## config.mk

```make
export PLATFORM = sky130hd
export DESIGN_NAME = lru_key_value_cache_unit
export DESIGN_NICKNAME = d
export VERILOG_FILES = /design/src/sv/lkv_pkg.sv /design/src/sv/lkv_ram.sv /design/src/sv/lkv_ctrl.sv /design/src/sv/lkv_datapath.sv /design/src/sv/lru_key_value_cache_unit.sv
export VERILOG_INCLUDE_DIRS = /design/src /design/src/sv
export SDC_FILE = /design/constraint.sdc
export NUM_CORES = 2
export LEC_CHECK = 0
export ABC_AREA = 1
export BUFFER_PORTS_ARGS = -buffer_cell sky130_fd_sc_hd__buf_2
export CAP_MARGIN = 0
export CORE_ASPECT_RATIO = 0.6
export CORE_MARGIN = 2
export CORE_UTILIZATION = 35
export CTS_CLUSTER_SIZE = 16
export DETAILED_ROUTE_END_ITERATION = 8
export SYNTH_ARGS = -nofsm -noshare
export SYNTH_HDL_FRONTEND = slang
export SYNTH_SLANG_ARGS = --single-unit
```

## constraint.sdc

```tcl
create_clock -name clk_i -period 10.2 [get_ports clk_i]
set_input_delay 0.51 -clock clk_i [delete_from_list [all_inputs] [get_ports clk_i]]
set_output_delay 0.51 -clock clk_i [all_outputs]
set_load 0.1 [all_outputs]
```

## src/sv/lru_key_value_cache_unit_assert.svh

```systemverilog
// Assertion macros used by the LRU key-value cache datapath
`ifndef LRU_KEY_VALUE_CACHE_UNIT_ASSERT_SVH
`define LRU_KEY_VALUE_CACHE_UNIT_ASSERT_SVH

// Property that must hold at every clock edge outside reset
`define LKV_ASSERT(label, clk, rst_n, prop) \
  label: assert property (@(posedge clk) disable iff (!rst_n) (prop)) \
    else $error("lkv check failed");

// Condition in one cycle implies a consequence in the next cycle
`define LKV_ASSERT_NEXT(label, clk, rst_n, ante, cons) \
  label: assert property (@(posedge clk) disable iff (!rst_n) (ante) |=> (cons)) \
    else $error("lkv sequence check failed");

`endif

```

## src/sv/lkv_pkg.sv

```systemverilog
// Shared constants, a command type and a helper function of the LRU key-value cache
package lkv_pkg;

  localparam int MaxEntries = 16;
  localparam int IdxW       = $clog2(MaxEntries);
  localparam int CountW     = $clog2(MaxEntries + 1);
  localparam int CfgW       = 5;
  localparam int KeyW       = 32;
  localparam int ValW       = 32;

  localparam logic CmdGet = 1'b0;
  localparam logic CmdPut = 1'b1;

  localparam logic signed [ValW-1:0] MissValue = '1;

  // Commands from the controller to the datapath
  typedef struct packed {
    logic capture;
    logic lookup;
    logic commit;
  } lkv_cmd_t;

  // Lowest set position of a vector; zero when nothing is set
  function automatic logic [IdxW-1:0] first_set_idx(input logic [MaxEntries-1:0] vec);
    logic [IdxW-1:0] idx;
    idx = '0;
    for (int i = MaxEntries - 1; i >= 0; i--) begin
      if (vec[i]) begin
        idx = IdxW'(i);
      end
    end
    return idx;
  endfunction

endpackage

```

## src/sv/lkv_ram.sv

```systemverilog
// Generic single-write, single-read RAM with registered read data
module lkv_ram #(
  parameter int Width = 32,
  parameter int Depth = 16
) (
  input  logic                     clk_i,
  input  logic                     we_i,
  input  logic [$clog2(Depth)-1:0] waddr_i,
  input  logic [Width-1:0]         wdata_i,
  input  logic [$clog2(Depth)-1:0] raddr_i,
  output logic [Width-1:0]         rdata_o
);

  logic [Width-1:0] mem_q [Depth];
  logic [Width-1:0] rdata_q;

  always_ff @(posedge clk_i) begin
    if (we_i) begin
      mem_q[waddr_i] <= wdata_i;
    end
    rdata_q <= mem_q[raddr_i];
  end

  assign rdata_o = rdata_q;

endmodule

```

## src/sv/lkv_ctrl.sv

```systemverilog
// Sequencer of the LRU cache: capture, lookup, commit
module lkv_ctrl (
  input  logic            clk_i,
  input  logic            rst_ni,
  input  logic            start_i,
  output logic            busy_o,
  output lkv_pkg::lkv_cmd_t cmd_o
);

  localparam logic [1:0] StIdle   = 2'd0;
  localparam logic [1:0] StLookup = 2'd1;
  localparam logic [1:0] StCommit = 2'd2;

  logic [1:0] state_q, state_d;

  always_comb begin
    state_d = state_q;
    cmd_o   = '0;
    unique case (state_q)
      StIdle: begin
        if (start_i) begin
          cmd_o.capture = 1'b1;
          state_d       = StLookup;
        end
      end
      StLookup: begin
        cmd_o.lookup = 1'b1;
        state_d      = StCommit;
      end
      StCommit: begin
        cmd_o.commit = 1'b1;
        state_d      = StIdle;
      end
      default: begin
        state_d = StIdle;
      end
    endcase
  end

  always_ff @(posedge clk_i or negedge rst_ni) begin
    if (!rst_ni) begin
      state_q <= StIdle;
    end else begin
      state_q <= state_d;
    end
  end

  assign busy_o = (state_q != StIdle);

endmodule

```

## src/sv/lkv_datapath.sv

```systemverilog
// Key compare, recency ranks, entry stores and result register of the LRU cache
`include "lru_key_value_cache_unit_assert.svh"

module lkv_datapath (
  input  logic                              clk_i,
  input  logic                              rst_ni,
  input  lkv_pkg::lkv_cmd_t                 cmd_i,
  input  logic                              cfg_we_i,
  input  logic [lkv_pkg::CfgW-1:0]          cfg_wdata_i,
  input  logic                              op_i,
  input  logic signed [lkv_pkg::KeyW-1:0]   key_i,
  input  logic signed [lkv_pkg::ValW-1:0]   value_i,
  output logic                              done_o,
  output logic                              hit_o,
  output logic signed [lkv_pkg::ValW-1:0]   read_value_o,
  output logic                              evicted_o
);

  localparam int N = lkv_pkg::MaxEntries;

  // Configuration
  logic [lkv_pkg::CfgW-1:0]   capacity_q;
  logic [lkv_pkg::CountW-1:0] eff_cap;

  // Captured request word
  logic                     op_q;
  logic [lkv_pkg::KeyW-1:0] key_q;
  logic [lkv_pkg::ValW-1:0] value_q;

  // Entry state
  logic [N-1:0]             valid_q, valid_d;
  logic [lkv_pkg::IdxW-1:0] rank_q [N];
  logic [lkv_pkg::IdxW-1:0] rank_d [N];
  logic [lkv_pkg::KeyW-1:0] key_store_q [N];
  logic [lkv_pkg::CountW-1:0] count_q, count_d;

  // Lookup results
  logic [N-1:0]             match_vec, oldest_vec;
  logic                     any_hit, full;
  logic [lkv_pkg::IdxW-1:0] hit_idx, victim_idx;
  logic [lkv_pkg::IdxW-1:0] oldest_rank;
  logic [lkv_pkg::CountW-1:0] count_m1;
  logic                     hit_q, evict_q;
  logic [lkv_pkg::IdxW-1:0] slot_q;
  logic [lkv_pkg::IdxW-1:0] slot_rank;
  logic                     is_put, insert;

  // Results
  logic                     done_q, hit_out_q, evicted_q;
  logic [lkv_pkg::ValW-1:0] read_value_q;
  logic [lkv_pkg::ValW-1:0] ram_rdata;
  logic                     ram_we;

  always_comb begin
    if (capacity_q == '0) begin
      eff_cap = lkv_pkg::CountW'(1);
    end else if (int'(capacity_q) > N) begin
      eff_cap = lkv_pkg::CountW'(N);
    end else begin
      eff_cap = lkv_pkg::CountW'(capacity_q);
    end
  end

  // Ranks of valid entries form a permutation of 0 .. count-1, so the oldest
  // entry is the one whose rank equals count-1
  assign count_m1    = lkv_pkg::CountW'(count_q - 1'b1);
  assign oldest_rank = count_m1[lkv_pkg::IdxW-1:0];

  always_comb begin
    for (int i = 0; i < N; i++) begin
      match_vec[i]  = valid_q[i] && (key_store_q[i] == key_q);
      oldest_vec[i] = valid_q[i] && (rank_q[i] == oldest_rank);
    end
  end

  assign any_hit    = |match_vec;
  assign hit_idx    = lkv_pkg::first_set_idx(match_vec);
  assign full       = (count_q >= eff_cap);
  assign victim_idx = full ? lkv_pkg::first_set_idx(oldest_vec)
                           : lkv_pkg::first_set_idx(~valid_q);

  assign is_put    = (op_q == lkv_pkg::CmdPut);
  assign insert    = is_put && !hit_q;
  assign slot_rank = rank_q[slot_q];

  always_comb begin
    valid_d = valid_q;
    count_d = count_q;
    for (int i = 0; i < N; i++) begin
      rank_d[i] = rank_q[i];
    end
    if (cmd_i.commit) begin
      if (hit_q) begin
        // Promote: entries younger than the hit one age by one
        for (int i = 0; i < N; i++) begin
          if ((lkv_pkg::IdxW'(i) != slot_q) && valid_q[i] && (rank_q[i] < slot_rank)) begin
            rank_d[i] = rank_q[i] + 1'b1;
          end
        end
        rank_d[slot_q] = '0;
      end else if (insert) begin
        // Every other valid entry ages; an evicted slot is reused in place
        for (int i = 0; i < N; i++) begin
          if ((lkv_pkg::IdxW'(i) != slot_q) && valid_q[i]) begin
            rank_d[i] = rank_q[i] + 1'b1;
          end
        end
        rank_d[slot_q]  = '0;
        valid_d[slot_q] = 1'b1;
        if (!evict_q) begin
          count_d = lkv_pkg::CountW'(count_q + 1'b1);
        end
      end
    end
  end

  always_ff @(posedge clk_i or negedge rst_ni) begin
    if (!rst_ni) begin
      capacity_q <= lkv_pkg::CfgW'(N);
      valid_q    <= '0;
      count_q    <= '0;
      done_q     <= 1'b0;
      for (int i = 0; i < N; i++) begin
        rank_q[i] <= '0;
      end
    end else begin
      if (cfg_we_i) begin
        capacity_q <= cfg_wdata_i;
      end
      valid_q <= valid_d;
      count_q <= count_d;
      done_q  <= cmd_i.commit;
      for (int i = 0; i < N; i++) begin
        rank_q[i] <= rank_d[i];
      end
    end
  end

  // Payload registers: no reset
  always_ff @(posedge clk_i) begin
    if (cmd_i.capture) begin
      op_q    <= op_i;
      key_q   <= key_i;
      value_q <= value_i;
    end
    if (cmd_i.lookup) begin
      hit_q   <= any_hit;
      slot_q  <= any_hit ? hit_idx : victim_idx;
      evict_q <= (op_q == lkv_pkg::CmdPut) && !any_hit && full;
    end
    if (cmd_i.commit && insert) begin
      key_store_q[slot_q] <= key_q;
    end
    if (cmd_i.commit) begin
      hit_out_q <= hit_q;
      evicted_q <= evict_q && insert;
      if (is_put) begin
        read_value_q <= '0;
      end else if (hit_q) begin
        read_value_q <= ram_rdata;
      end else begin
        read_value_q <= lkv_pkg::MissValue;
      end
    end
  end

  assign ram_we = cmd_i.commit && is_put;

  lkv_ram #(
    .Width(lkv_pkg::ValW),
    .Depth(N)
  ) u_value_ram (
    .clk_i  (clk_i),
    .we_i   (ram_we),
    .waddr_i(slot_q),
    .wdata_i(value_q),
    .raddr_i(hit_idx),
    .rdata_o(ram_rdata)
  );

  assign done_o       = done_q;
  assign hit_o        = hit_out_q;
  assign read_value_o = read_value_q;
  assign evicted_o    = evicted_q;

  `LKV_ASSERT(a_count_matches_valid, clk_i, rst_ni,
              $countones(valid_q) == int'(count_q))
  `LKV_ASSERT(a_evict_only_when_full, clk_i, rst_ni,
              !(cmd_i.commit && evict_q && insert) || (count_q >= eff_cap))
  `LKV_ASSERT(a_evict_is_miss, clk_i, rst_ni,
              !(done_q && evicted_q) || (!hit_out_q && (read_value_q == '0)))
  `LKV_ASSERT_NEXT(a_commit_strobes, clk_i, rst_ni, cmd_i.commit, done_q)

endmodule

```

## src/sv/lru_key_value_cache_unit.sv

```systemverilog
// Top level of the LRU key-value cache: controller plus datapath
// Usage:
//   Request channel: drive cmd_i (0 get, 1 put), key_i and value_i with
//   start_i high; the word is taken at a rising edge where busy_o is low.
//   Result channel: done_o is high for exactly one cycle with hit_o,
//   read_value_o and evicted_o; the receiver cannot stall it and must take
//   the word in that cycle.
//   Capacity register: cfg_we_i high writes cfg_wdata_i; write only while
//   no request is in flight. 0 acts as 1, values above 16 act as 16.
// Sequence:
//   A busy request passes through the lookup state, for the parallel key
//   compare across all 16 entries with the value RAM read, then the commit
//   state, for the recency and store update. done_o follows in the cycle
//   after commit, and a new request may be accepted in that cycle. A new
//   request is not taken while busy_o is high, so requests do not overlap.
// Reset:
//   rst_ni clears all valid marks, ranks and the entry count, and sets the
//   capacity to 16. Key and value stores are not cleared.
module lru_key_value_cache_unit (
  input  logic                              clk_i,
  input  logic                              rst_ni,
  input  logic                              start_i,
  output logic                              busy_o,
  input  logic                              cmd_i,
  input  logic signed [lkv_pkg::KeyW-1:0]   key_i,
  input  logic signed [lkv_pkg::ValW-1:0]   value_i,
  input  logic                              cfg_we_i,
  input  logic [lkv_pkg::CfgW-1:0]          cfg_wdata_i,
  output logic                              done_o,
  output logic                              hit_o,
  output logic signed [lkv_pkg::ValW-1:0]   read_value_o,
  output logic                              evicted_o
);

  lkv_pkg::lkv_cmd_t ctrl_cmd;

  lkv_ctrl u_ctrl (
    .clk_i  (clk_i),
    .rst_ni (rst_ni),
    .start_i(start_i),
    .busy_o (busy_o),
    .cmd_o  (ctrl_cmd)
  );

  lkv_datapath u_datapath (
    .clk_i       (clk_i),
    .rst_ni      (rst_ni),
    .cmd_i       (ctrl_cmd),
    .cfg_we_i    (cfg_we_i),
    .cfg_wdata_i (cfg_wdata_i),
    .op_i        (cmd_i),
    .key_i       (key_i),
    .value_i     (value_i),
    .done_o      (done_o),
    .hit_o       (hit_o),
    .read_value_o(read_value_o),
    .evicted_o   (evicted_o)
  );

endmodule
```

==> summary.md <==
| Metric | Value |
|---|---|
| Outcome | `completed` |
| Critical Path Max Stage Delay | `0.82 ns` |
| Setup Skew | `0.07866 ns` |
| Hold Path Depth | `3` |
| Clk root buf | `clkbuf_16` |
| Row count | `113` |
| Max-slew violations | `0` |
| Final wirelength | `180,200 µm` |
| Post-synthesis xor/xnor area fraction | `3.650%` |
| Distinct cells, synth | `51` |
| Headroom to the max-slew limit | `15.35%` |
| Worst R2R Start | `u_datapath.key_q[6]` |
| Buffers on Ports | `109` |
| CP arrival | `7.41 ns` |
| Synth warn | `0` |
| Resized Gates After CTS | `0` |
| Hold endpoint | `u_datapath.capacity_q[4]` |
| Final ANT Viol Nets | `0` |
| Synthesized area | `0.05615 mm²` |
| Post-synthesis register bit count | `1,254` |
| Final #Nets | `5,362` |
| Fraction of synthesized area in multiplexers | `0%` |
| CTS buffer count | `115` |
| Routed WL per cell | `24.20 µm` |
| Vias in the first global route | `37,810` |
| Layout cells sized above 1 | `8.711%` |
| Clk sink count | `1,254` |
| Drt initial violations | `5,982` |
| Area leader, netlist | `edfxtp_1` |
| Most frequent cells in the layout | `1,297 x nand2_1, 1,129 x edfxtp_1, 511 x nand3_1` |
| Post-synthesis cell count | `5,074` |
| Commonest non-fill, non-tap cell in the layout | `nand2_1` |
| Top-area cell type share of the netlist area | `60.38%` |
| Max Cap Viol | `0` |
| Global route overflow | `0` |
| Die height | `314.3 µm` |
| Final Cycle Share | `65.78%` |
| CP max stage cell | `buf_4` |
| Via density | `5.456` |
| Full die area | `0.1638 mm²` |
| Post-synth EDFFs | `1,129` |
| Simple-Gate Fraction of Synth Area | `16.80%` |
| Leakage power figure | `23.24 nW` |
| R2R depth | `31` |
| Most frequent CP cell | `nand2_1` |
| First-pass GRT wire length | `260,900 µm` |
| RSZ-0062 raised after global routing | `false` |
| Sum Neg Setup Slack | `0 ns` |
| Asr flop ratio synth | `7.416%` |
| Final hold viol count | `0` |
| Syn nets | `5,219` |
| FMAX | `149.0 MHz` |
| Hold buffer count at cts | `66` |
| Setup slack, reg-to-reg | `3.49 ns` |
| Peak VDD IR | `0.1431 mV` |
| Area growth syn-to-layout | `13.26%` |
| Worst-case clock buffer depth | `3` |
| Hold Path Class | `in -> reg` |
| Die Width | `521.1 µm` |
| Core area | `0.1588 mm²` |
| Hold_ws | `0.04655 ns` |
| Crit end category | `register` |
| H-tree Lvls | `3` |
| Pre-CTS setup slack | `3.712 ns` |
| WP data required | `10.90 ns` |
| Clock latency on the worst-skew pair | `0.79 ns` |
| Power Total | `0.01273 W` |
| Top cells by area, synth | `edfxtp_1 60%, nand2_1 8.7%, nand3_1 4.6%` |
| Setup Fix Bufs, Post-CTS | `0` |
| Largest family of logic cells by synthesized area | `simple AND/OR/NAND/NOR gates` |
| Final Critical Period | `6.710 ns` |
| Vias | `40,610` |
| Synth Area in Compound Gates | `8.069%` |
| Largest net degree at the start of global routing | `173` |
| DRC violations left | `0` |
| Average cell area after synthesis | `11.07 µm²` |
| Slew @ Worst Pin | `1.267 ns` |
| HP Start | `cfg_wdata_i[4]` |
| Drt pass-1 iters | `6` |
| Worst Path Max Fanout | `115` |
| # setup viols final | `0` |
| Power Density | `200.1 mW/mm²` |
| Hpwl dp | `105,600 µm` |
| Clock tree from TritonCTS | `yes` |
| Finished Layout Cells | `7,444` |
| Final worst slack | `3.490 ns` |
| Total track usage | `21.55%` |
| Initial core utilization | `35.36%` |
| Startpoint Class | `register` |
| Ports | `110` |
| RR Endpoint | `u_datapath.u_value_ram.rdata_o[28]` |
| Final GP Congestion | `0.9362` |
| Kind of critical path | `reg -> reg` |
| Synth Flop Type | `edfxtp_1` |
| Post-synthesis adder-cell area fraction | `1.582%` |
| Initial antenna violation count | `12` |
| Sequential fraction of the synthesis area | `65.67%` |
| Clock Pin Slew Worst Setup and Hold Paths | `0.06 ns` |
| Placed insts | `7,161` |
-- worst max-delay path by stage --
stage,slack [ns],endpoint,startpoint
final,3.49,u_datapath.u_value_ram.rdata_o[28],u_datapath.key_q[6]
after global routing,3.07,u_datapath.u_value_ram.rdata_o[24],u_datapath.key_q[4]
after CTS,3.66,u_datapath.u_value_ram.rdata_o[22],u_datapath.key_q[4]
after detailed placement,3.71,u_datapath.u_value_ram.rdata_o[27],u_datapath.key_q[4]
after global placement,3.75,u_datapath.u_value_ram.rdata_o[28],u_datapath.key_q[6]
after floorplan,5.72,u_datapath.is_put,u_ctrl.state_q[0]
-- stage by stage --
step | utilization [%] | cell area, µm²
2_1_floorplan | - | 56150
3_5_place_dp | 37.29 | 59200
3_3_place_gp | 37.29 | 59200
5_1_grt | 40.05 | 63590
4_1_cts | 40.05 | 63590
6_report | 40.05 | 63600
-- flip-flops by register name (all words and copies together), names as in the netlist, 5 cells and up --
signal / flops
u_datapath.rank_q: 64
u_datapath.value_q: 32
u_datapath.key_store_q: 512
u_datapath.key_q: 32
u_datapath.capacity_q: 5
u_datapath.valid_q: 16
u_datapath.u_value_ram.rdata_o: 32
u_datapath.count_q: 5
u_datapath.read_value_o: 32
u_datapath.u_value_ram.mem_q: 512
-- layer usage --
| layer | part of all wire [%] | vias to the layer above | GRT usage (%) |
|---|---|---|---|
| met5 | 0.11 | - | 0.6613 |
| met1 | 45 | 19740 | 32.56 |
| li1 | - | 18230 | - |
| met2 | 39 | 2369 | 28.68 |
| met3 | 14 | 261 | 7.826 |
| met4 | 2.2 | 14 | 5.480 |
-- cells in the mapped netlist (all sizes together), types with 32 or more instances --
| library cell | n |
|---|---|
| a211oi | 48 |
| nor2 | 297 |
| o21ai | 284 |
| xor2 | 94 |
| xnor2 | 140 |
| o22ai | 97 |
| a21oi | 116 |
| edfxtp | 1129 |
| ha | 71 |
| dfxtp | 32 |
| buf | 186 |
| dfrtp | 92 |
| o32ai | 33 |
| inv | 285 |
| clkbuf | 66 |
| nand4 | 40 |
| nand2 | 1299 |
| nand3 | 512 |
-- critical path: cells and delay by family, from the launching register on --
family | cells | cell delay (ns)
flops | 1 | 0.76
buf+inv | 4 | 2.18
simple gates | 27 | 3.38
-- power breakdown --
part | internal, W | switching, W | total [W]
combinational | 0.000704 | 0.00152 | 0.00223
sequential | 0.00584 | 0.000322 | 0.00616
clock | 0.00233 | 0.00201 | 0.00434
-- cell type report --
class                           instances  area (µm²)
Clock inverter                         69       653.1
Inverter                              287        1080
Timing Repair Buffer                  278        1994
Fill cell                           15040       95180
Sequential cell                      1254       36870
Clock buffer                          146        3075
Tap cell                             2127        2661
Multi-Input combinational cell       3281       17260
Antenna cell                            2       5.005
-- cells by family after synthesis --
group                      Yosys count
AOI/OAI and AO/OA                  733
buffers and inverters              539
xor gates and xnor gates           234
and+or+nand+nor                   2243
adders and majority gates           71
DFF                               1254
No activity file was read; power rests on OpenSTA's default activity.
